<file path="config.mk">
export PLATFORM = sky130hd
export DESIGN_NAME = schc_mul
export DESIGN_NICKNAME = d
export VERILOG_FILES = /design/src/rtl/schc_pkg.sv /design/src/rtl/schc_mul.sv
export SDC_FILE = /design/constraint.sdc
export NUM_CORES = 2
export LEC_CHECK = 0
export ABC_AREA = 1
export BUFFER_PORTS_ARGS = -buffer_cell sky130_fd_sc_hd__buf_2
export CAP_MARGIN = 40
export CORE_MARGIN = 3
export CORE_UTILIZATION = 23
export DETAILED_ROUTE_END_ITERATION = 7
export GPL_TIMING_DRIVEN = 1
export SYNTH_ARGS = -nofsm -noshare
export SYNTH_HDL_FRONTEND = slang
export SYNTH_SLANG_ARGS = --single-unit
export TNS_END_PERCENT = 100
</file>
<file path="constraint.sdc">
create_clock -name clk -period 8.15 [get_ports clk]
set_clock_uncertainty 0.2 [all_clocks]
set_input_delay 0.815 -clock clk [delete_from_list [all_inputs] [get_ports clk]]
set_output_delay 0.815 -clock clk [all_outputs]
set_load 0.03 [all_outputs]
</file>
<file path="src/rtl/schc_pkg.sv">
// Shared types and constants for the segment/circle hit test.
// No dependencies; used by the top level and the multiplier.
`default_nettype none

package schc_pkg;

  // Radius field is fixed by the word format
  localparam int RADIUS_W = 15;
  localparam int R2_W     = 2 * RADIUS_W;

  // Which point of the segment lies closest to the centre
  typedef enum logic [1:0] {
    REGION_INTERIOR = 2'd0,
    REGION_START    = 2'd1,
    REGION_END      = 2'd2
  } schc_region_t;

  // Stage loads for the split multiplier
  typedef struct packed {
    logic load_pp;   // partial products
    logic load_sum;  // recombined product
  } schc_mul_ctl_t;

endpackage

`default_nettype wire

</file>
<file path="src/rtl/schc_mul.sv">
// Two-stage unsigned multiplier built from four half-width partial products.
// Depends on schc_pkg for the stage-load struct.
`default_nettype none

module schc_mul #(
  parameter int AW = 34,
  parameter int BW = 34
) (
  input  wire logic                    clk,
  input  wire schc_pkg::schc_mul_ctl_t ctl,
  input  wire logic [AW-1:0]           a,
  input  wire logic [BW-1:0]           b,
  output logic      [AW+BW-1:0]        p
);

  localparam int AL = (AW + 1) / 2;
  localparam int AH = AW - AL;
  localparam int BL = (BW + 1) / 2;
  localparam int BH = BW - BL;
  localparam int PW = AW + BW;

  logic [AL+BL-1:0] ll_r, ll_nxt;
  logic [AL+BH-1:0] lh_r, lh_nxt;
  logic [AH+BL-1:0] hl_r, hl_nxt;
  logic [AH+BH-1:0] hh_r, hh_nxt;
  logic [PW-1:0]    p_r, p_nxt;

  always_comb begin
    ll_nxt = (AL+BL)'(a[AL-1:0]) * (AL+BL)'(b[BL-1:0]);
    lh_nxt = (AL+BH)'(a[AL-1:0]) * (AL+BH)'(b[BW-1:BL]);
    hl_nxt = (AH+BL)'(a[AW-1:AL]) * (AH+BL)'(b[BL-1:0]);
    hh_nxt = (AH+BH)'(a[AW-1:AL]) * (AH+BH)'(b[BW-1:BL]);
  end

  // outer terms do not overlap, so they concatenate; the cross terms add in
  always_comb begin
    p_nxt = {hh_r, ll_r} + (PW'(lh_r) << BL) + (PW'(hl_r) << AL);
  end

  always_ff @(posedge clk) begin
    if (ctl.load_pp) begin
      ll_r <= ll_nxt;
      lh_r <= lh_nxt;
      hl_r <= hl_nxt;
      hh_r <= hh_nxt;
    end
    if (ctl.load_sum) begin
      p_r <= p_nxt;
    end
  end

  assign p = p_r;

endmodule

`default_nettype wire

</file>
Word-level counts from Yosys, hierarchy flattened
Index checks and enable logic that the tools add are counted.
- flip-flop bits (word level): 204
- output and inout bits: 68
- latch bits: 0
- memories: 0
- memory bits (read-only): 0
- logic and storage cells: 11
- bits in writable memories: 0
- bits of input ports: 71
- shift operators: 0
- $add $sub $neg: 2
- bitwise operators: 0
- equal/unequal tests: 0
- divide/modulo/power cells: 0
- order comparisons: 0
- multiply operators: 4
- reductions and logical operators: 0
- multiplexer cells: 0
- operator list (cell ; number):
    68-bit by 51-bit adder with 68-bit output ; 2
    17-bit by 17-bit multiplier with 34-bit output ; 4

Longest topological paths before layout
- word-level depth: 2
- depth in mapped cells: 27
- depth with buffers taken out: 25

Least setup slack after synthesis
Ideal clock, no wire load.
- path kind: input to register
- start: in b[8]
- end: reg ll_r[28] (data pin)
- path buffers: 2
- stages on the path: 22
- slack: 2039 ps
- library setup time: 253 ps
- arrival time: 5658 ps
- required time: 7697 ps
- cell sequence: clkbuf_1 > clkbuf_1 > nand2_1 > fa_1 > inv_1 > fa_1 > inv_1 > fa_1 > inv_1 > fa_1 > fa_1 > inv_1 > fa_1 > inv_1 > ha_1 > a21oi_1 > a21boi_0 > o21ai_0 > nand2_1 > nand3_1 > nand2_1 > nand2_1
- longest elaborated chain between the ends: 1
- RTL lines (item ; RTL line ; source):
    start: declaration ; schc_mul.sv:12 ; input wire logic [BW-1:0] b,
    17-bit by 17-bit multiplier with 34-bit output ; schc_mul.sv:29 ; ll_nxt = (AL+BL)'(a[AL-1:0]) * (AL+BL)'(b[BL-1:0]);
    via ll_nxt[28] ; schc_mul.sv:22 ; logic [AL+BL-1:0] ll_r, ll_nxt;
    end signal: assignment ; schc_mul.sv:42 ; ll_r <= ll_nxt;
    end: declaration ; schc_mul.sv:22 ;
The timed path passes the listed nets, and every way through them passes these cells.
A chain may end at the register's enable or synchronous reset.

Final worst setup path
- start: in b[8]
- end: reg hl_r[25] (data pin)
- longest elaborated chain between the ends: 1
- RTL lines (item ; RTL line ; source):
    17-bit by 17-bit multiplier with 34-bit output ; schc_mul.sv:31 ; hl_nxt = (AH+BL)'(a[AW-1:AL]) * (AH+BL)'(b[BL-1:0]);
    via hl_nxt[25] ; schc_mul.sv:24 ; logic [AH+BL-1:0] hl_r, hl_nxt;
    end signal: assignment ; schc_mul.sv:44 ; hl_r <= hl_nxt;
    end: declaration ; schc_mul.sv:24 ;
The timed path passes the listed nets, and every way through them passes these cells.

==> impl_metrics.tcl <==
set metrics [dict create \
    status "completed" \
    min_path_type "register to register" \
    dr.pass1.iters 6 \
    worst_pin_slew_ns 0.9330 \
    syn_nets 7947 \
    path_class "input port to register" \
    seqCellArea_sq_mm 0.006126 \
    drive_gt1_frac 0.04463 \
    synth-seq-area-share 0.1215 \
    detail_route.wl_per_cell_um 17.08 \
    viasPerCell 4.310 \
    htree_levels 1 \
    path_delay_family "adder cells" \
    clk_pin_slew_worst_paths_ns 0.07 \
    grt_pass1_wl_mm 252.8 \
    cp_cell_sequence "buf_2, buf_4, nand2_1, fa_1, inv_1, fa_1, inv_1, fa_1, inv_1, fa_1, fa_1, inv_1, fa_1, inv_1, ha_1, nand2_1, o21ai_0, a21oi_1, nand2_1, nand3_1, nand3_1, nand2_1" \
    cap_violations 0 \
    holdWs_ns 0.2199 \
    synthTopCellsByArea "fa_1 (37%), nand2_1 (14%), inv_1 (14%)" \
    hold_path_end "p[15]" \
    finalCritPeriodShare 0.8003 \
    area_delta_synth_final_pct 9.951 \
    overflow 0 \
    tns_ns 0 \
    synth_top_area_frac 0.3697 \
    ctsHoldBuffers 0 \
    grt_max_degree 69 \
    ant_nets 0 \
    synth_edf_count 204 \
    dr_total_vias 40300 \
    cts_tree "yes" \
    die-height_um 474.2 \
    grt_pass1_vias 43660 \
    clk_path_buf_depth 3 \
    critPathRequiredTime_ns 8.26 \
    ff2ff_path_depth 12 \
    slew_headroom 0.3780 \
    cp.arrival_ns 6.63 \
    async_flop_share 0 \
    cp-start-kind "input port" \
    gp_congestion 0.9369 \
    avgSynthCellArea_sq_um 7.780 \
    r2r_end "p[50]" \
    slew_violations 0 \
    totalWireLength_mm 159.7 \
    grt_usage 0.1450 \
    timing.rr.start "ll_r[18]" \
    fin_nets 7924 \
    yosysTopAreaCell "fa_1" \
    layout_min_cycle_time_ns 6.523 \
    crit_path_frequent_cell "fa_1" \
    clk_latency_ns 0.59 \
    cts_resized 0 \
    synth_area_sq_mm 0.05041 \
    critPathMaxStageDelay_ns 0.58 \
    synth_flop_cell "edfxtp_1" \
    max_clock_freq_mhz 153.3 \
    grt_antenna_before_repair 54 \
    postCtsSetupRepairBufs 0 \
    rsz0062_at_grt "no" \
    die-area_sq_mm 0.2248 \
    root_buffer "clkbuf_16" \
    netlist-cell-type-count 34 \
    die_w_um 474.2 \
    pin_count 139 \
    multi_input_area_sq_mm 0.03625 \
    r2r_slack_ns 4.92 \
    rows 171 \
    nFillCells 23550 \
    end_kind "register" \
    core_area_sq_mm 0.2176 \
    cp_slowest_cell "buf_2" \
    cts_buffers 26 \
    ys_seq_elements 204 \
    min-delay-start "ll_r[15]" \
    hold_path_depth 0 \
    start_util 0.2317 \
    worstPathMaxFanout 25 \
    fin_util 0.2547 \
    setup_viol 0 \
    drc 0 \
    hold_viol 0 \
    dp_hpwl_mm 134.3 \
    clock-sinks 204 \
    drt_iter0_drc 3007 \
    ys_warn_count 0 \
    path_buf_inv 7 \
    port-buffer-count 138 \
    syn_inst 6479 \
]
-- worst max-delay path by stage --
stage | from | to | slack [ns] | cells past startpoint
after floorplan | b[8] | ll_r[28] | 2.04 | 22
after global placement | a[25] | hl_r[21] | 1.02 | 20
after detailed placement | a[23] | hl_r[25] | 1.07 | 22
after CTS | a[23] | hl_r[25] | 1.73 | 22
after global routing | a[6] | ll_r[31] | 1.37 | 21
final | b[8] | hl_r[25] | 1.63 | 22
-- metal layers --
metal  wire length, um  global-route usage  vias to the layer above  share of wire
li1                  -                   -                    18620              -
met1             70540              0.1987                    19940           0.44
met2             69050              0.2269                     1451           0.43
met3             13980             0.02910                      262          0.087
met4              6003             0.04885                       26          0.038
met5               167                   0                        -         0.0010
-- cells by family (layout without fill, tap and decap cells) --
group,Yosys count,count (layout),share of synthesized area
compound gates,272,272,0.02914
xor+xnor,117,117,0.02033
fa+ha+maj,1397,1397,0.4854
buf+inv,2140,2137,0.1593
flops,204,204,0.1215
other cells,0,22,0
simple gates,2349,2349,0.1843
-- synthesized netlist by cell type (11+ instances only) --
master,count
nand3_1,133
clkbuf_1,272
nand3b_1,13
nand2_1,1875
edfxtp_1,204
a21o_1,14
xor2_1,86
a21oi_1,160
inv_1,1866
xnor2_1,31
o21bai_1,11
o21ai_0,67
fa_1,931
nor2_1,222
nand4_1,32
nor3_1,40
ha_1,466
-- state kept, by name, summed over array words and instances (netlist names) --
name	count
hh_r	34
lh_r	34
hl_r	34
ll_r	34
p	68
-- cell usage in the layout (no fill, tap or decap), drive strengths merged, types with 22 or more instances in the layout --
master / n
o21ai: 69
nand4: 32
nor2: 231
xor2: 86
clkbuf: 29
nand3: 135
fa: 931
nand2: 1882
xnor2: 31
buf: 221
diode: 22
inv: 1869
a21oi: 160
nor3: 44
ha: 466
edfxtp: 204
-- stage by stage --
stage / setup WS, ns / area [sq um] / cells
after floorplan: 2.039 / 50410 / 6479
after global placement: 1.017 / 54180 / 9268
after detailed placement: 1.068 / 54520 / 9282
after CTS: 1.730 / 55370 / 9330
after global routing: 1.367 / 55380 / 9335
final: 1.627 / 55430 / 9352
-- area by class of cell --
cell class / instances / share of cell area
Multi-Input combinational cell: 4135 / 0.6540
Sequential cell: 204 / 0.1105
Tap cell: 2854 / 0.06443
Antenna cell: 22 / 0.0009933
Inverter: 1868 / 0.1265
Timing Repair Buffer: 221 / 0.02824
Clock buffer: 29 / 0.01194
Clock inverter: 19 / 0.003318
-- worst reg2reg max path: cells and delay by family, from the launching register on --
family / cells / cell delay [ns]
AND/OR/NAND/NOR: 6 / 0.61
adder cells (fa/ha/maj): 3 / 1.28
flip-flops: 1 / 0.47
buffers and inverters: 1 / 0.09
AO/OA/AOI/OAI: 2 / 0.33
Power is not shown: default switching activity piles up to over one toggle a cycle in this logic, so the estimate is an artifact.
